[config.mk]
export PLATFORM = sky130hd
export DESIGN_NAME = prew_queue
export DESIGN_NICKNAME = d
export VERILOG_FILES = /design/src/rtl/prew_pkg.sv /design/src/rtl/prew_queue.sv
export SDC_FILE = /design/constraint.sdc
export NUM_CORES = 1
export LEC_CHECK = 0
export BUFFER_PORTS_ARGS = -buffer_cell sky130_fd_sc_hd__buf_2
export CAP_MARGIN = 20
export CORE_MARGIN = 5
export CORE_UTILIZATION = 50
export DETAILED_ROUTE_END_ITERATION = 12
export PLACE_DENSITY = 0.73
export SLEW_MARGIN = 20
export SYNTH_ARGS = -nofsm -noshare
export SYNTH_HDL_FRONTEND = slang
export SYNTH_SLANG_ARGS = --single-unit
[constraint.sdc]
create_clock -name i_clk -period 3.51 [get_ports i_clk]
set_input_delay 0 -clock i_clk [delete_from_list [all_inputs] [get_ports i_clk]]
set_output_delay 0 -clock i_clk [all_outputs]
set_load 0.01 [all_outputs]
[src/rtl/prew_pkg.sv]
// Shared types and constants of the 3x3 Prewitt edge filter.
// No dependencies; every other file of the block but prew_ram imports this package.
`timescale 1ns / 1ps
`default_nettype none

package prew_pkg;

    localparam int MAX_WIDTH  = 1024;
    localparam int COL_W      = $clog2(MAX_WIDTH);
    localparam int EW_W       = COL_W + 1;          // holds the effective width itself
    localparam int WCFG_W     = 11;
    localparam int ROW_W      = 16;
    localparam int CNT_ROW_W  = ROW_W + 1;          // drain rows run up to height + 1
    localparam int CH_W       = 8;
    localparam int PIX_W      = 10;
    localparam int VAL_W      = 13;
    localparam int SUM_W      = VAL_W - 1;
    localparam int LINE_W     = 2 * PIX_W;
    localparam int CFG_IDX_W  = 2;
    localparam int CFG_DATA_W = 16;

    localparam int IQ_DEPTH = 4;
    localparam int IQ_AW    = $clog2(IQ_DEPTH);
    localparam int OQ_DEPTH = 8;
    localparam int OQ_AW    = $clog2(OQ_DEPTH);

    localparam logic [CFG_IDX_W-1:0] CFG_IMAGE_WIDTH    = 2'd0;
    localparam logic [CFG_IDX_W-1:0] CFG_IMAGE_HEIGHT   = 2'd1;
    localparam logic [CFG_IDX_W-1:0] CFG_EDGE_DIRECTION = 2'd2;

    localparam logic KIND_PIXEL     = 1'b0;
    localparam logic KIND_FLUSH     = 1'b1;
    localparam logic DIR_VERTICAL   = 1'b0;
    localparam logic DIR_HORIZONTAL = 1'b1;

    localparam logic [WCFG_W-1:0] RST_IMAGE_WIDTH  = 11'd1024;
    localparam logic [ROW_W-1:0]  RST_IMAGE_HEIGHT = 16'd1024;

    localparam logic signed [VAL_W-1:0] VAL_MOST_NEG = {1'b1, {(VAL_W-1){1'b0}}};
    localparam logic signed [VAL_W-1:0] VAL_MOST_POS = {1'b0, {(VAL_W-1){1'b1}}};

    // Effective frame geometry, already clamped.
    typedef struct packed {
        logic [EW_W-1:0]  width;
        logic [ROW_W-1:0] height;
    } t_geom;

    // One classified item handed from front to back.
    typedef struct packed {
        logic [COL_W-1:0] col;
        logic [PIX_W-1:0] pix;
        logic             have;
        logic [ROW_W-1:0] er;
        logic [COL_W-1:0] ec;
        logic             top_ok;
        logic             bot_ok;
        logic             left_ok;
        logic             right_ok;
        logic             last;
    } t_rec;

    // One result item.
    typedef struct packed {
        logic signed [VAL_W-1:0] val;
        logic [COL_W-1:0]        col;
        logic [ROW_W-1:0]        row;
        logic signed [VAL_W-1:0] max_val;
        logic signed [VAL_W-1:0] min_val;
        logic                    last;
    } t_res;

endpackage

`default_nettype wire

[src/rtl/prew_queue.sv]
// Short flop queue of classified items between front and back.
// Depends on prew_pkg.
`timescale 1ns / 1ps
`default_nettype none

module prew_queue import prew_pkg::*; (
    input  wire logic i_clk,
    input  wire logic i_rst_n,
    input  wire logic i_push,
    input  wire t_rec i_data,
    output logic      o_full,
    input  wire logic i_pop,
    output logic      o_empty,
    output t_rec      o_data
);

    t_rec             r_mem [IQ_DEPTH];
    logic [IQ_AW-1:0] r_wr_ptr;
    logic [IQ_AW-1:0] r_rd_ptr;
    logic [IQ_AW:0]   r_count;

    logic do_push;
    logic do_pop;

    assign o_full  = r_count == (IQ_AW+1)'(IQ_DEPTH);
    assign o_empty = r_count == '0;
    assign do_push = i_push && !o_full;
    assign do_pop  = i_pop && !o_empty;
    assign o_data  = r_mem[r_rd_ptr];

    always_ff @(posedge i_clk) begin
        if (do_push) begin
            r_mem[r_wr_ptr] <= i_data;
        end
    end

    always_ff @(posedge i_clk) begin
        if (!i_rst_n) begin
            r_wr_ptr <= '0;
            r_rd_ptr <= '0;
            r_count  <= '0;
        end else begin
            if (do_push) begin
                r_wr_ptr <= r_wr_ptr + IQ_AW'(1);
            end
            if (do_pop) begin
                r_rd_ptr <= r_rd_ptr + IQ_AW'(1);
            end
            if (do_push && !do_pop) begin
                r_count <= r_count + (IQ_AW+1)'(1);
            end else if (do_pop && !do_push) begin
                r_count <= r_count - (IQ_AW+1)'(1);
            end
        end
    end

endmodule

`default_nettype wire

==> flow_metrics.env, run 1 <==
export IMPL_status="finished, final reports clean"
export IMPL_avgSynthCellArea_sq_um=25.1
export IMPL_path_class="flop to flop"
export IMPL_cap_violations=0
export IMPL_cts_buffers_inserted=22
export IMPL_portBuffers=109
export IMPL_drt_pass1_iter_count=4
export IMPL_wirelength_um=14200
export IMPL_rsz0062_at_grt="false"
export IMPL_final_common_cell="edfxtp_1"
export IMPL_mostFrequentLayoutCells="208 x edfxtp_1, 109 x buf_2, 54 x dlygate4sd3_1"
export IMPL_grt_usage_pct=15.6
export IMPL_worst_r2r_startpoint="r_count[0]"
export IMPL_vias=3748
export IMPL_p_leak_nw=3.44
export IMPL_antenna_found_initial=1
export IMPL_setup_viol=0
export IMPL_grt_pass1_wl_um=22300
export IMPL_path_buf_inv=1
export IMPL_clock_sinks=217
export IMPL_slew_violations=0
export IMPL_die_area_sq_um=18700
export IMPL_arrival_ps=2950
export IMPL_fp_coreArea_sq_um=15800
export IMPL_avgViaCountPerCell=5.11
export IMPL_dp_hpwl_um=8540
export IMPL_htree_levels=1
export IMPL_skew_ps=10.4
export IMPL_cts_resized=0
export IMPL_p_int_w=0.00530
export IMPL_synth_cells=320
export IMPL_critPathRequiredTime_ps=3910
export IMPL_areaGrowthSynthToFinish_pct=25.2
export IMPL_routedWlPerCell_um=19.4
export IMPL_min_period_ps=2550
export IMPL_drive_gt1_share_pct=39.8
export IMPL_pwr_share_clk_pct=31.1
export IMPL_tns_ps=0
export IMPL_min_from="i_push"
export IMPL_cp_start_kind="flop"
export IMPL_p_sw_w=0.00179
export IMPL_initial_utilization_pct=50.8
export IMPL_yosysWarnings=0
export IMPL_grt_met1_usage_pct=20.6
export IMPL_seq_power_share_pct=46.7
export IMPL_worst_slew_pin_slew_ps=837
export IMPL_std_cell_rows=46
export IMPL_grt_pass1_vias=4158
export IMPL_die_y_um=137
export IMPL_final_core_util_pct=63.6
export IMPL_fin_nets=563
export IMPL_comb_power_share_pct=22.2
export IMPL_hold_viol_final=0
export IMPL_met2_usage_pct=26.7
export IMPL_hp_class="input port to flop"
export IMPL_gp_congestion=0.729
export IMPL_end_kind="flop"
export IMPL_critical_path_max_stage_delay_ps=490
export IMPL_clk_pin_slew_ps=60
export IMPL_powerDensity_nw_per_um2=704
export IMPL_cts_tree="built"
export IMPL_synth_distinct_cells=23
export IMPL_grt_use_met3_pct=4.08
export IMPL_grt_max_degree=53
export IMPL_cp_max_fo=7
export IMPL_peakVddDrop_mv=0.420
export IMPL_fmax_mhz=393
export IMPL_path_cells="nor3b_2 -> nor2b_1 -> ha_1 -> inv_1 -> fa_1 -> xor2_1 -> or3_1 -> a21boi_0"
export IMPL_synth_seq_cells=217
export IMPL_crit_family="simple AND/OR/NAND/NOR gates"
export IMPL_drt_iter0_drc=261
export IMPL_crit_slowest_cell="dfxtp_1"
export IMPL_cts_root_buf="clkbuf_16"
export IMPL_crit_start="r_count[0]"
export IMPL_final_period_utilization_pct=72.5
export IMPL_clk_latency_ps=480
export IMPL_slew_headroom_pct=44.2
export IMPL_io_pins=110
export IMPL_clockBufferDepth=3
export IMPL_synthesis_area_sq_um=8040
export IMPL_synth_fp_nets=382
export IMPL_busiest_layer="met2"
export IMPL_die_w_um=137
export IMPL_drc=0
export IMPL_grt_remaining_overflow=0
export IMPL_ant_nets=0
export IMPL_switching_share_pct=25.2
export IMPL_postCtsSetupBuffers=0
export IMPL_synth_seq_area_share_pct=79.9
## cells by family after synthesis
logic type      after synthesis  share of synthesized area, %
mux                          55                          14.9
xor+xnor                      4                         0.436
simple gates                 17                          1.26
fa+ha+maj                     6                          1.03
buf+inv                      17                          1.99
flops                       217                          79.9
compound gates                4                         0.420
## final cells by class
| cell class | instances | area (sq um) |
|---|---|---|
| antenna | 1 | 2.50 |
| clock buffer | 26 | 587 |
| clock inverter | 14 | 110 |
| fill | 1099 | 5760 |
| inverter | 3 | 11.3 |
| multi-input combinational | 86 | 1460 |
| sequential | 217 | 6430 |
| tap | 216 | 270 |
| timing repair buffer | 171 | 1200 |
## worst paths after layout
check	to	slack (ps)	depth (start not counted)
worst max-delay path	r_count[2]	960	8
worst max register to register	r_count[2]	960	8
worst min-delay path	r_wr_ptr[1]	20	3
worst min register to register	r_wr_ptr[1]	500	2
## state kept, by name (all words and copies together), names as in the netlist, named ones only
| signal | flops |
|---|---|
| r_count | 3 |
| r_mem | 208 |
| r_rd_ptr | 2 |
| r_wr_ptr | 2 |
## routing by layer
metal	wire length, um	share of wire, %
met1	5890	41
met2	7220	51
met3	926	6.5
met4	164	1.2
met5	0	0
## worst reg2reg max path, delay by kind of cell (launching register included)
family	cells	cell delay [ps]
flops	1	490
xor+xnor	1	170
simple gates	3	890
buf+inv	1	70
fa+ha+maj	2	680
compound gates	1	180
## through the flow
stage	instance area (sq um)	instances	setup WS [ps]	hold WS [ps]	total power, W
after floorplan	8040	320	1010	98.9	0.00443
after global placement	8830	639	1200	212	0.00490
after detailed placement	8830	639	947	216	0.00494
after CTS	10100	733	923	14.7	0.00719
after global routing	10100	734	742	24.8	0.00744
final	10100	734	964	20.5	0.00709
## synthesized netlist by cell type
master    count  area share, %
xor2_1        1           0.11
edfxtp_1    208             78
or3_1         1          0.078
clkbuf_1      2          0.093
o31ai_2       1           0.16
buf_12        5            1.2
o311ai_1      1           0.11
a21boi_0      1          0.093
xnor2_1       3           0.33
dfxtp_1       9            2.2
nor2b_1       2           0.16
buf_6         1           0.14
nand2_1       4           0.19
inv_1         3           0.14
nor3_1        1          0.062
and2_1        8           0.62
mux4_2       52             15
nor3b_2       1           0.16
fa_1          1           0.25
mux2i_1       3           0.37
o21ai_0       1          0.062
ha_1          5           0.78
buf_2         6           0.37
## timing repair
action / CTS / global route
hold buffers: 54 / 0
setup endpoints to repair: 0 / 0
endpoints found under the hold margin: 217 / 0
## power groups by stage
| stage | clock, W | sequential, W | combinational [W] |
|---|---|---|---|
| 2_1_floorplan | 0 | 0.00327 | 0.00117 |
| 3_3_place_gp | 0 | 0.00335 | 0.00155 |
| 3_5_place_dp | 0 | 0.00337 | 0.00157 |
| 4_1_cts | 0.00225 | 0.00332 | 0.00162 |
| 5_1_grt | 0.00239 | 0.00334 | 0.00171 |
| 6_report | 0.00220 | 0.00331 | 0.00157 |
(Power assumes the default switching activity.)
==> inputs of run 2 (changes only) <==
--- a/config.mk
+++ b/config.mk
@@ -5,12 +5,13 @@
 export SDC_FILE = /design/constraint.sdc
 export NUM_CORES = 1
 export LEC_CHECK = 0
+export ABC_AREA = 1
 export BUFFER_PORTS_ARGS = -buffer_cell sky130_fd_sc_hd__buf_2
 export CAP_MARGIN = 20
 export CORE_MARGIN = 5
 export CORE_UTILIZATION = 50
 export DETAILED_ROUTE_END_ITERATION = 12
-export PLACE_DENSITY = 0.73
+export PLACE_DENSITY = 0.75
 export SLEW_MARGIN = 20
 export SYNTH_ARGS = -nofsm -noshare
 export SYNTH_HDL_FRONTEND = slang
==> constraint.sdc (replaced) <==
create_clock -name i_clk -period 2.15 [get_ports i_clk]
set_input_delay 0 -clock i_clk [delete_from_list [all_inputs] [get_ports i_clk]]
set_output_delay 0 -clock i_clk [all_outputs]
set_load 0.01 [all_outputs]
==> run 2 against run 1 <==
  * Via count rose by 43%
  * Critical path depth up 5
  * Synthesized cell count rose by 79%
  * Core utilization fell by 0.48 points
  * Non-clock buffer count grew 12
  * Wire length up 29%
  * Sequential cell count is the same
==> flow_metrics.env, run 2 <==
export IMPL_status="finished, final reports clean"
export IMPL_reg_largest_list="r_mem (208), r_count (3)"
export IMPL_die_area_sq_um=20200
export IMPL_setup_viol=0
export IMPL_drt_pass1_iter_count=5
export IMPL_synthTopCellsByArea="edfxtp_1 71%, o22ai_2 5.4%, o21ai_0 5.2%, nor2_4 4.9%, nor2_1 3.3%"
export IMPL_synthesis_area_sq_um=8740
export IMPL_clockBufferDepth=3
export IMPL_powerDensity_nw_per_um2=1130
export IMPL_peakVddDrop_mv=0.809
export IMPL_diodes=0
export IMPL_final_common_cell="edfxtp_1"
export IMPL_critPathRequiredTime_ps=2530
export IMPL_portBuffers=109
export IMPL_end_kind="flop"
export IMPL_synth_edff_count=208
export IMPL_tns_ps=0
export IMPL_clock_sinks=217
export IMPL_cts_root_buf="clkbuf_16"
export IMPL_wirelength_um=18300
export IMPL_vias=5371
export IMPL_hold_viol_final=0
export IMPL_p_leak_nw=3.82
export IMPL_avgSynthCellArea_sq_um=15.3
export IMPL_grt_usage_pct=17.8
export IMPL_fin_nets=809
export IMPL_ys_flop_type="edfxtp_1"
export IMPL_yosysTopAreaCell="edfxtp_1"
export IMPL_routedWlPerCell_um=18.6
export IMPL_busiest_layer="met2"
export IMPL_die_w_um=142
export IMPL_drc=0
export IMPL_rsz0062_at_grt="false"
export IMPL_power_total_w=0.0123
export IMPL_grt_met1_usage_pct=22.7
export IMPL_die_y_um=142
export IMPL_drive_gt1_share_pct=32.7
export IMPL_clk_latency_ps=500
export IMPL_drt_iter0_drc=342
export IMPL_cts_tree="built"
export IMPL_std_cell_rows=48
export IMPL_areaGrowthSynthToFinish_pct=24.4
export IMPL_grt_pass1_vias=5619
export IMPL_cp_start_kind="flop"
export IMPL_dp_hpwl_um=10900
export IMPL_fmax_mhz=505
export IMPL_synth_most_common_cell="edfxtp_1"
export IMPL_synth_fp_nets=634
export IMPL_ant_nets=0
export IMPL_slew_violations=0
export IMPL_top_register="r_mem"
export IMPL_synth_cells=572
export IMPL_grt_use_met3_pct=3.23
export IMPL_synth_seq_cells=217
export IMPL_final_period_utilization_pct=92.2
export IMPL_worst_slew_pin_slew_ps=565
export IMPL_cts_buffers_inserted=22
export IMPL_synth_seq_area_share_pct=73.5
export IMPL_met2_usage_pct=31.3
export IMPL_htree_levels=1
export IMPL_initial_utilization_pct=50.7
export IMPL_path_class="flop to flop"
export IMPL_min_period_ps=1980
export IMPL_grt_max_degree=75
export IMPL_skew_ps=12.9
export IMPL_yosysWarnings=0
export IMPL_crit_start="r_count[1]"
export IMPL_grt_pass1_wl_um=28700
export IMPL_netlist_area_leader_share_pct=71.4
export IMPL_io_pins=110
export IMPL_cap_violations=0
export IMPL_fp_coreArea_sq_um=17200
export IMPL_clk_pin_slew_ps=60
export IMPL_hp_class="input port to flop"
export IMPL_async_reset_ff_share_pct=0
export IMPL_grt_remaining_overflow=0
export IMPL_gp_congestion=0.864
export IMPL_synthTopCellsByCount="208 x edfxtp_1, 91 x o21ai_0, 78 x nor2_1, 38 x nor2_4, 38 x o22ai_2"
export IMPL_avgViaCountPerCell=5.44
export IMPL_slew_headroom_pct=62.3
export IMPL_largest_register_ff_count=208
export IMPL_antenna_found_initial=0
export IMPL_cp_max_fo=4
export IMPL_worst_r2r_startpoint="r_count[1]"
export IMPL_mostFrequentLayoutCells="208 x edfxtp_1, 109 x buf_2, 91 x o21ai_0"
export IMPL_final_core_util_pct=63.1
export IMPL_min_from="i_data[23]"
export IMPL_synth_distinct_cells=23
export IMPL_arrival_ps=2370
## run 2: cell types whose count changed after synthesis, sizes merged, moves of 4 or more
cell / before / now
nand2: 4 / 15
mux4: 52 / 0
buf: 12 / 18
o21ai: 1 / 105
nand3: 0 / 4
inv: 3 / 18
clkbuf: 2 / 14
nor2: 0 / 118
o22ai: 0 / 52
and2: 8 / 0
## run 2: per-layer routing
layer / up-vias / part of all wire (%)
met1: 2677 / 41
li1: 2476 / -
met2: 181 / 51
met3: 37 / 5.9
met5: - / 0
met4: 0 / 2.2
## run 2: power breakdown
group / leakage (nW) / total [W] / internal (W) / switching, W
Sequential: 1.98 / 0.00530 / 0.00515 / 0.000150
Combinational: 1.49 / 0.00340 / 0.00125 / 0.00215
Clock: 0.345 / 0.00362 / 0.00214 / 0.00148
Total: 3.82 / 0.0123 / 0.00854 / 0.00378
## run 2: worst paths after layout
kind,to,slack [ps],cells past startpoint
max reg2reg,r_count[2],170,13
max,r_count[2],170,13
min reg2reg,r_rd_ptr[0],530,2
min,r_mem[1][23],250,2
## run 2: worst max-delay path, cell delays in order, from the launching register on
cell,delay [ps]
dfxtp_2,370
nor2_1,80
nand2_1,130
nand2_1,90
inv_1,100
ha_1,180
inv_1,90
fa_1,430
inv_1,110
nand2_1,70
nand3_1,90
nand2_1,60
nand2_1,50
nor2_1,40
## run 2: area by class of cell
cell class                      count  area, sq um
Clock buffer                       29          617
Clock inverter                     10         88.8
Fill cell                        1226         6360
Inverter                           18         75.1
Multi-Input combinational cell    305         2040
Sequential cell                   217         6430
Tap cell                          225          282
Timing Repair Buffer              183         1340
## run 2: logic make-up (layout without fill, tap and decap cells)
| kind of cell | after synthesis | count (layout) | synth area share (%) |
|---|---|---|---|
| compound gates | 160 | 160 | 12.6 |
| xor+xnor | 1 | 1 | 0.100 |
| fa+ha+maj | 6 | 6 | 0.944 |
| buf+inv | 50 | 240 | 3.51 |
| flops | 217 | 217 | 73.5 |
| simple gates | 138 | 138 | 9.34 |
## run 2: metrics by stage
stage	instances	setup WS, ps	area [sq um]	hold slack [ps]
2_1_floorplan	572	-330	8750	98.9
3_5_place_dp	893	208	9620	215
3_3_place_gp	893	405	9620	209
6_report	987	168	10900	255
5_1_grt	987	2.85	10900	255
4_1_cts	987	16.9	10900	242
## run 2: repair_timing
action	CTS	global route
hold endpoints to repair	217	0
resized for setup	0	4
setup buffers	0	0
hold buffers	55	0
setup endpoints to repair	0	32
