===== config.mk =====
export PLATFORM = sky130hd
export DESIGN_NAME = prew_front
export DESIGN_NICKNAME = d
export VERILOG_FILES = /design/src/rtl/prew_pkg.sv /design/src/rtl/prew_front.sv
export SDC_FILE = /design/constraint.sdc
export NUM_CORES = 1
export LEC_CHECK = 0
export ABC_AREA = 1
export BUFFER_PORTS_ARGS = -buffer_cell sky130_fd_sc_hd__buf_2
export CAP_MARGIN = 25
export CORE_MARGIN = 4
export CORE_UTILIZATION = 55
export CTS_CLUSTER_SIZE = 20
export DETAILED_ROUTE_END_ITERATION = 8
export GPL_ROUTABILITY_DRIVEN = 0
export PLACE_DENSITY = 0.81
export SLEW_MARGIN = 0
export SYNTH_ARGS = -nofsm -noshare
export SYNTH_HDL_FRONTEND = slang
export SYNTH_SLANG_ARGS = --single-unit
export TNS_END_PERCENT = 20

===== constraint.sdc =====
create_clock -name i_clk -period 5.31 [get_ports i_clk]
set_input_delay 0.7965 -clock i_clk [delete_from_list [all_inputs] [get_ports i_clk]]
set_output_delay 0.7965 -clock i_clk [all_outputs]
set_load 0.01 [all_outputs]

===== src/rtl/prew_pkg.sv =====
// Shared types and constants of the 3x3 Prewitt edge filter.
// No dependencies; every other file of the block but prew_ram imports this package.
`timescale 1ns / 1ps
`default_nettype none

package prew_pkg;

    localparam int MAX_WIDTH  = 1024;
    localparam int COL_W      = $clog2(MAX_WIDTH);
    localparam int EW_W       = COL_W + 1;          // holds the effective width itself
    localparam int WCFG_W     = 11;
    localparam int ROW_W      = 16;
    localparam int CNT_ROW_W  = ROW_W + 1;          // drain rows run up to height + 1
    localparam int CH_W       = 8;
    localparam int PIX_W      = 10;
    localparam int VAL_W      = 13;
    localparam int SUM_W      = VAL_W - 1;
    localparam int LINE_W     = 2 * PIX_W;
    localparam int CFG_IDX_W  = 2;
    localparam int CFG_DATA_W = 16;

    localparam int IQ_DEPTH = 4;
    localparam int IQ_AW    = $clog2(IQ_DEPTH);
    localparam int OQ_DEPTH = 8;
    localparam int OQ_AW    = $clog2(OQ_DEPTH);

    localparam logic [CFG_IDX_W-1:0] CFG_IMAGE_WIDTH    = 2'd0;
    localparam logic [CFG_IDX_W-1:0] CFG_IMAGE_HEIGHT   = 2'd1;
    localparam logic [CFG_IDX_W-1:0] CFG_EDGE_DIRECTION = 2'd2;

    localparam logic KIND_PIXEL     = 1'b0;
    localparam logic KIND_FLUSH     = 1'b1;
    localparam logic DIR_VERTICAL   = 1'b0;
    localparam logic DIR_HORIZONTAL = 1'b1;

    localparam logic [WCFG_W-1:0] RST_IMAGE_WIDTH  = 11'd1024;
    localparam logic [ROW_W-1:0]  RST_IMAGE_HEIGHT = 16'd1024;

    localparam logic signed [VAL_W-1:0] VAL_MOST_NEG = {1'b1, {(VAL_W-1){1'b0}}};
    localparam logic signed [VAL_W-1:0] VAL_MOST_POS = {1'b0, {(VAL_W-1){1'b1}}};

    // Effective frame geometry, already clamped.
    typedef struct packed {
        logic [EW_W-1:0]  width;
        logic [ROW_W-1:0] height;
    } t_geom;

    // One classified item handed from front to back.
    typedef struct packed {
        logic [COL_W-1:0] col;
        logic [PIX_W-1:0] pix;
        logic             have;
        logic [ROW_W-1:0] er;
        logic [COL_W-1:0] ec;
        logic             top_ok;
        logic             bot_ok;
        logic             left_ok;
        logic             right_ok;
        logic             last;
    } t_rec;

    // One result item.
    typedef struct packed {
        logic signed [VAL_W-1:0] val;
        logic [COL_W-1:0]        col;
        logic [ROW_W-1:0]        row;
        logic signed [VAL_W-1:0] max_val;
        logic signed [VAL_W-1:0] min_val;
        logic                    last;
    } t_res;

endpackage

`default_nettype wire


===== src/rtl/prew_front.sv =====
// Front end: accepts items, tracks the input position and classifies each item
// (dropped flush, pixel, drain tick, emitted position). Depends on prew_pkg.
`timescale 1ns / 1ps
`default_nettype none

module prew_front import prew_pkg::*; (
    input  wire logic            i_clk,
    input  wire logic            i_rst_n,
    input  wire t_geom           i_geom,
    input  wire logic            i_restart,
    input  wire logic            i_push,
    input  wire logic            i_full,
    input  wire logic            i_kind,
    input  wire logic [CH_W-1:0] i_red,
    input  wire logic [CH_W-1:0] i_green,
    input  wire logic [CH_W-1:0] i_blue,
    output logic                 o_wr_en,
    output t_rec                 o_rec
);

    logic [COL_W-1:0]     r_in_col, n_in_col;
    logic [CNT_ROW_W-1:0] r_in_row, n_in_row;

    logic                 accept;
    logic                 real_pix;
    logic                 drop;
    logic [COL_W-1:0]     col;
    logic                 col_nz;
    logic [CNT_ROW_W-1:0] row_m;
    logic [EW_W-1:0]      w_m1;
    logic [EW_W-1:0]      col_inc;
    t_rec                 rec;

    always_comb begin
        accept   = i_push && !i_full;
        real_pix = r_in_row < {1'b0, i_geom.height};
        drop     = (i_kind == KIND_FLUSH) && real_pix;
        col      = ({1'b0, r_in_col} >= i_geom.width) ? '0 : r_in_col;
        col_nz   = col != '0;
        w_m1     = i_geom.width - EW_W'(1);
        // a column > 0 emits its upper-left neighbor, column 0 closes the row two back
        row_m    = col_nz ? r_in_row - CNT_ROW_W'(1) : r_in_row - CNT_ROW_W'(2);

        rec.col      = col;
        rec.pix      = real_pix ? (PIX_W'(i_red) + PIX_W'(i_green) + PIX_W'(i_blue)) : '0;
        rec.have     = col_nz ? (r_in_row >= CNT_ROW_W'(1)) : (r_in_row >= CNT_ROW_W'(2));
        rec.er       = row_m[ROW_W-1:0];
        rec.ec       = col_nz ? col - COL_W'(1) : w_m1[COL_W-1:0];
        rec.top_ok   = rec.er != '0;
        rec.bot_ok   = rec.er != (i_geom.height - ROW_W'(1));
        rec.left_ok  = rec.ec != '0;
        rec.right_ok = {1'b0, rec.ec} != w_m1;
        rec.last     = rec.have && !rec.bot_ok && !rec.right_ok;

        col_inc  = {1'b0, col} + EW_W'(1);
        n_in_col = r_in_col;
        n_in_row = r_in_row;
        if (i_restart) begin
            n_in_col = '0;
            n_in_row = '0;
        end else if (accept && !drop) begin
            if (rec.last) begin
                n_in_col = '0;
                n_in_row = '0;
            end else if (col_inc >= i_geom.width) begin
                n_in_col = '0;
                n_in_row = r_in_row + CNT_ROW_W'(1);
            end else begin
                n_in_col = col_inc[COL_W-1:0];
            end
        end
    end

    always_ff @(posedge i_clk) begin
        if (!i_rst_n) begin
            r_in_col <= '0;
            r_in_row <= '0;
        end else begin
            r_in_col <= n_in_col;
            r_in_row <= n_in_row;
        end
    end

    assign o_wr_en = accept && !drop;
    assign o_rec   = rec;

endmodule

`default_nettype wire


==> flow_metrics.env, run 1 <==
export IMPL_critPathLaunchType="input pin"
export IMPL_dp_hpwl_um=13500
export IMPL_die_x_um=109
export IMPL_yosys_area_top_type="nand2_1"
export IMPL_layout_cells_non_filler=1191
export IMPL_synthCells=959
export IMPL_area_growth_pct=13.4
export IMPL_cap_violations=0
export IMPL_clk_latency_ns=0.28
export IMPL_worst_path_max_fanout=17
export IMPL_finalCritPeriodShare_pct=93.3
export IMPL_cts_buffers=3
export IMPL_worstMarginPinSlew_ns=0.830
export IMPL_synth_nets=1079
export IMPL_fmax_mhz=202
export IMPL_slew_headroom_pct=43.9
export IMPL_synth_edf_count=0
export IMPL_vias=6386
export IMPL_finalHoldViolations=0
export IMPL_rr_worst_depth=26
export IMPL_min_path_type="flop to flop"
export IMPL_endpoint="o_rec[0]"
export IMPL_nFillCells=1009
export IMPL_cts_hold_buffers_added=0
export IMPL_initial_core_util_pct=57.0
export IMPL_grt_util_met2_pct=44.0
export IMPL_drt_initial_drc_count=488
export IMPL_clockBufferDepth=2
export IMPL_slew_viol_final=0
export IMPL_drt_vias_per_instance=5.36
export IMPL_dp_slack_ns=0.262
export IMPL_drive_gt1_share_pct=14.1
export IMPL_rsz0062_at_grt="false"
export IMPL_status="completed"
export IMPL_dp_cells=1186
export IMPL_grt_overflow=0
export IMPL_whs_ns=0.586
export IMPL_grt_use_met3_pct=2.61
export IMPL_synth_distinct_cells=45
export IMPL_synthFlopType="dfxtp_1"
export IMPL_synth_seq_cells=27
export IMPL_syn_area_um2=5590
export IMPL_grt_pass1_vias=5726
export IMPL_fin_tns_setup_ns=0
export IMPL_ys_warn_count=0
export IMPL_top_usage_layer="met2"
export IMPL_root_buffer="clkbuf_8"
export IMPL_seq_area_frac_synth_pct=9.66
export IMPL_wl_um=16100
export IMPL_worst_slack_ns=0.357
export IMPL_fin_worst_skew_ns=0.00801
export IMPL_antenna_cells=0
export IMPL_vdd_drop_max_mv=0.107
export IMPL_clock_sinks=27
export IMPL_layout_commonest_cell="nand2_1"
export IMPL_grt_usage_pct=27.5
export IMPL_placement_io_buffers=109
export IMPL_r2r_end="r_in_row[6]"
export IMPL_finish_utilization_pct=64.6
export IMPL_setup_viol=0
export IMPL_crit_type="input pin to output port"
export IMPL_arrival_ns=4.16
export IMPL_cts_max_level=1
export IMPL_post_drt_wl_per_cell_um=13.5
export IMPL_ant_nets=0
export IMPL_p_leak_nw=3.50
export IMPL_avgSynthCellArea_um2=5.83
export IMPL_crit_start="i_geom[22]"
export IMPL_yosysTopAreaCellShare_pct=15.8
export IMPL_drc=0
export IMPL_worstSetupEndpointType="output port"
export IMPL_grt_first_pass_wirelength_um=26700
export IMPL_core_area_um2=9820
export IMPL_layout_common_cells="235 x nand2_1, 142 x inv_1, 142 x nor2_1, 110 x buf_2, 71 x nand3_1"
export IMPL_io_pins=110
export IMPL_use_met1_pct=40.1
export IMPL_r2r_start="r_in_col[6]"
export IMPL_nets=1179
export IMPL_antenna_found_initial=0
export IMPL_cts_reportedPaths_clkPinSlew_ns=0.10
export IMPL_cts_tree="done"
export IMPL_rows=36
export IMPL_period_needed_ns=4.95
export IMPL_cp_required_ns=4.51
export IMPL_yosys_top_cells_area="nand2_1 16%, ha_1 12%, xor2_1 9.9%"
export IMPL_grt_max_degree=27
export IMPL_dr_pass1_iters=8
export IMPL_die_h_um=109
export IMPL_ys_async_sr_fraction_pct=0
export IMPL_die_area_um2=11800
export IMPL_power_density_nw_per_um2=115
export IMPL_regToRegSetupSlack_ns=0.71
-- cells in the mapped netlist, drive strengths merged (3+ instances only) --
master and instances:
nand2 240, nor2 148, inv 145, nand3 73
xor2 63, ha 54, nand4 39, o21ai 33
a21oi 27, dfxtp 27, nor3 17, clkbuf 16
nand3b 16, buf 12, fa 9, nor4 8
xnor2 6, clkinv 3, o311ai 3
-- critical path, stage by stage --
cell      delay [ns]
buf_2           0.12
inv_1           0.06
ha_1            0.29
nand2_1         0.07
nor2_1          0.20
nand2_1         0.08
nor2_1          0.10
nor2_1          0.07
nand2_2         0.19
nor2_1          0.13
inv_1           0.07
ha_1            0.24
nand2_2         0.10
nor2_4          0.12
nand3_4         0.19
buf_4           0.27
nand3b_1        0.09
nand2_1         0.06
nor2_1          0.09
nand4_1         0.16
nor2_4          0.18
nand2_1         0.07
nor2_1          0.21
buf_2           0.18
-- report_power, final --
part / internal [mW] / switching, mW
registers: 0.204 / 0.00374
logic: 0.152 / 0.245
clock network: 0.0551 / 0.0698
total: 0.412 / 0.319
-- state kept, by name (all words and copies together), names as in the netlist --
name and cells:
r_in_col 10, r_in_row 17
-- cell type report --
| class | count | area [um^2] | area share, % |
|---|---|---|---|
| Tap cell | 133 | 166 | 2.62 |
| Sequential cell | 27 | 541 | 8.52 |
| Inverter | 148 | 556 | 8.76 |
| Multi-Input combinational cell | 756 | 4370 | 69.0 |
| Timing Repair Buffer | 123 | 656 | 10.3 |
| Clock buffer | 3 | 41.3 | 0.651 |
| Clock inverter | 1 | 8.76 | 0.138 |
-- metal layers --
layer	vias up	part of all wire, %
li1	3278	-
met1	2816	46
met2	273	44
met3	19	9.0
met4	0	1.3
met5	-	0
-- per-stage QoR --
stage | power, mW | cell area [um^2]
2_1_floorplan | 0.474 | 5590
3_3_place_gp | 0.598 | 6260
3_5_place_dp | 0.604 | 6270
4_1_cts | 0.726 | 6320
5_1_grt | 0.795 | 6340
6_report | 0.731 | 6340
-- how the worst min path moves through the flow --
stage                       startpoint           end  slack [ns]  cells past startpoint
final                     r_in_row[16]  r_in_row[16]        0.59                      2
after detailed placement   r_in_row[4]   r_in_row[4]        0.57                      2
after floorplan           r_in_row[16]  r_in_row[16]        0.51                      2
after CTS                  r_in_row[4]   r_in_row[4]        0.59                      2
after global placement     r_in_row[4]   r_in_row[4]        0.57                      2
after global routing      r_in_row[16]  r_in_row[16]        0.60                      2
-- kinds of logic after synthesis --
| family | count (synthesis) | share of synthesized area (%) |
|---|---|---|
| DFF | 27 | 9.66 |
| and+or+nand+nor | 543 | 43.2 |
| xor gates and xnor gates | 69 | 10.8 |
| adders and majority gates | 63 | 15.3 |
| buffers and inverters | 176 | 12.5 |
| AOI/OAI and AO/OA | 81 | 8.59 |
-- repair_timing --
item                                    CTS  global route
setup buffers                             0             0
gates resized for setup                   0             3
endpoints found under the setup margin    0             2
Power figures use the tool's default switching activity.
==> run 2: changes to the inputs <==
Settings changed: ABC_AREA 1 to default, CORE_UTILIZATION 55 to 51, PLACE_DENSITY 0.81 to 0.79.
Clock period 5.31 ns to 4.23 ns, I/O delays scaled along.
==> run 2 against run 1 <==
Against the previous run: the flow now finishes with violations (setup timing); synthesized area shrank 9.0%; global-route usage increased by 4.1 points; clock skew down 0.0040 ns; critical path depth is 3 lower; combinational power rose by 4%; final cell count shrank 15%; sequential power grew 22%.
==> flow_metrics.env, run 2 <==
export IMPL_layout_commonest_cell="buf_4"
export IMPL_power_density_nw_per_um2=115
export IMPL_grt_max_degree=57
export IMPL_placement_io_buffers=109
export IMPL_drive_gt1_share_pct=36.4
export IMPL_worst_path_max_fanout=5
export IMPL_nets=1006
export IMPL_drc=0
export IMPL_ys_warn_count=0
export IMPL_yosys_top_cells_area="ha_1 13%, dfxtp_1 11%, xnor2_1 10%"
export IMPL_grt_pass1_vias=6351
export IMPL_violations="setup timing"
export IMPL_yosysTopAreaCellShare_pct=13.3
export IMPL_io_pins=110
export IMPL_drt_initial_drc_count=1096
export IMPL_path_cells="buf_8, clkinvlp_4, ha_4, nand4_1, nor3_2, nor2_2, and2_4, nand2_4, ha_4, o21a_1, buf_4, nand3_1, a21oi_2, xnor2_2, xnor2_1, nor4_1, nand3_1, nor4_4, nand2_1, inv_1, buf_2"
export IMPL_period_needed_ns=4.87
export IMPL_yosys_cell_count_top_type="xnor2_1"
export IMPL_die_h_um=108
export IMPL_post_drt_wl_per_cell_um=20.5
export IMPL_area_growth_pct=40.8
export IMPL_cts_max_level=1
export IMPL_vdd_drop_max_mv=0.113
export IMPL_dp_cells=990
export IMPL_p_leak_nw=3.36
export IMPL_rows=36
export IMPL_top_register="r_in_row"
export IMPL_fmax_mhz=205
export IMPL_grt_first_pass_wirelength_um=30300
export IMPL_cp_top_family="simple AND/OR/NAND/NOR gates"
export IMPL_cp_required_ns=3.60
export IMPL_synthFlopType="dfxtp_1"
export IMPL_vias=6811
export IMPL_dp_slack_ns=-0.455
export IMPL_cp_depth=21
export IMPL_synth_seq_cells=27
export IMPL_avgSynthCellArea_um2=7.30
export IMPL_crit_slowest_cell="nor4_1"
export IMPL_synth_edf_count=0
export IMPL_regArea_um2=541
export IMPL_synthCells=697
export IMPL_seq_area_frac_synth_pct=10.6
export IMPL_critical_path_max_stage_delay_ns=0.43
export IMPL_slew_viol_final=0
export IMPL_arrival_ns=4.24
export IMPL_nFillCells=625
export IMPL_dp_hpwl_um=13300
export IMPL_finalCritPeriodShare_pct=115
export IMPL_hold_path_depth=2
export IMPL_cap_violations=0
export IMPL_multiInputGateArea_um2=4640
export IMPL_root_buffer="clkbuf_8"
export IMPL_wl_um=20900
export IMPL_layout_cells_non_filler=1018
export IMPL_worstSetupEndpointType="output port"
export IMPL_netlist_top_cells_count="59 x xnor2_1, 55 x nand3_1, 54 x ha_1"
export IMPL_cts_reportedPaths_clkPinSlew_ns=0.10
export IMPL_clock_sinks=27
export IMPL_grt_overflow=0
export IMPL_syn_area_um2=5090
export IMPL_critPathLaunchType="input pin"
export IMPL_dr_pass1_iters=6
export IMPL_min_path_type="flop to flop"
export IMPL_finalHoldViolations=0
export IMPL_initial_core_util_pct=52.3
export IMPL_antenna_found_initial=0
export IMPL_setup_viol=35
export IMPL_largest_register_ffs=17
export IMPL_drt_vias_per_instance=6.69
export IMPL_cts_hold_buffers_added=0
export IMPL_die_x_um=108
export IMPL_status="complete, but fails checks"
export IMPL_clockBufferDepth=2
export IMPL_yosys_area_top_type="ha_1"
export IMPL_synth_nets=817
export IMPL_rsz0062_at_grt="true"
export IMPL_fin_worst_skew_ns=0.00396
export IMPL_slew_headroom_pct=51.5
export IMPL_core_area_um2=9730
export IMPL_cts_tree="done"
export IMPL_die_area_um2=11600
export IMPL_antenna_cells=0
export IMPL_ant_nets=0
export IMPL_critPathBufInv=5
export IMPL_crit_type="input pin to output port"
export IMPL_worstMarginPinSlew_ns=0.720
export IMPL_grt_usage_pct=31.5
export IMPL_ys_async_sr_fraction_pct=0
export IMPL_rr_worst_depth=19
export IMPL_layout_common_cells="116 x buf_4, 106 x buf_2, 52 x nand3_1, 51 x xnor2_1, 48 x nor2_1"
export IMPL_synth_distinct_cells=67
export IMPL_clk_latency_ns=0.28
export IMPL_reg_top3="r_in_row x17, r_in_col x10"
export IMPL_worst_slack_ns=-0.645
export IMPL_cts_buffers=3
[run 2: cell types whose count changed after synthesis, moves of 22 or more]
cell / change
nand2_1: -195
clkbuf_1: +22
nor2_1: -91
xnor2_1: +53
xor2_1: -47
and3_1: +22
inv_1: -89
[run 2: what timing repair did]
action                                  in CTS  in global routing
endpoints found under the setup margin      34                 36
gates resized for setup                     30                 35
pin swaps                                   26                 25
buffers inserted                            20                  7
[run 2: logic make-up (layout without fill, tap and decap cells)]
kind of cell | after synthesis | count (layout) | synth area share [%]
simple gates | 299 | 299 | 31.4
compound gates | 118 | 118 | 17.2
buf+inv | 103 | 291 | 8.26
xor+xnor | 78 | 78 | 14.0
fa+ha+maj | 63 | 63 | 16.8
flops | 27 | 27 | 10.6
mux | 9 | 9 | 1.77
[run 2: layer usage]
layer	global-route usage, %	part of all wire, %
met4	13.3	6.9
met3	3.78	12
met2	54.4	45
met1	39.4	36
met5	0	0
[run 2: layout make-up]
| cell class | instances | area share (%) |
|---|---|---|
| Inverter | 53 | 2.86 |
| Clock inverter | 1 | 0.0699 |
| Multi-Input combinational cell | 567 | 64.8 |
| Timing Repair Buffer | 234 | 21.8 |
| Clock buffer | 3 | 0.576 |
| Sequential cell | 27 | 7.54 |
| Tap cell | 133 | 2.32 |
[run 2: report_power, final]
group	leakage, nW	total [mW]	internal, mW	switching, mW
Clock	0.0255	0.156	0.0663	0.0897
Sequential	0.217	0.254	0.254	0.000115
Combinational	3.11	0.413	0.188	0.225
Total	3.36	0.823	0.508	0.315
[run 2: worst paths after layout]
kind | startpoint | to | slack, ns
hold reg to reg | r_in_row[16] | r_in_row[16] | 0.60
setup / recovery | i_geom[22] | o_rec[0] | -0.64
hold / removal | r_in_row[16] | r_in_row[16] | 0.60
setup reg to reg | r_in_col[3] | r_in_row[2] | -0.16
[run 2: per-stage QoR]
stage | TNS (ns) | util, % | hold slack [ns] | power [mW] | cell area (um^2)
after floorplan | -6.64 | - | 0.508 | 0.486 | 5320
after global placement | -10.20 | 67.2 | 0.557 | 0.621 | 6540
after detailed placement | -13.61 | 67.2 | 0.574 | 0.639 | 6540
after CTS | -0.575 | 71.1 | 0.586 | 0.798 | 6920
after global routing | -13.28 | 73.6 | 0.625 | 0.867 | 7160
final | -9.13 | 73.6 | 0.601 | 0.823 | 7160
[run 2: tightest hold or removal path, delay by kind of cell (launching register included)]
kind / cells / cell delay (ns)
flip-flops: 1 / 0.39
AND/OR/NAND/NOR: 2 / 0.17
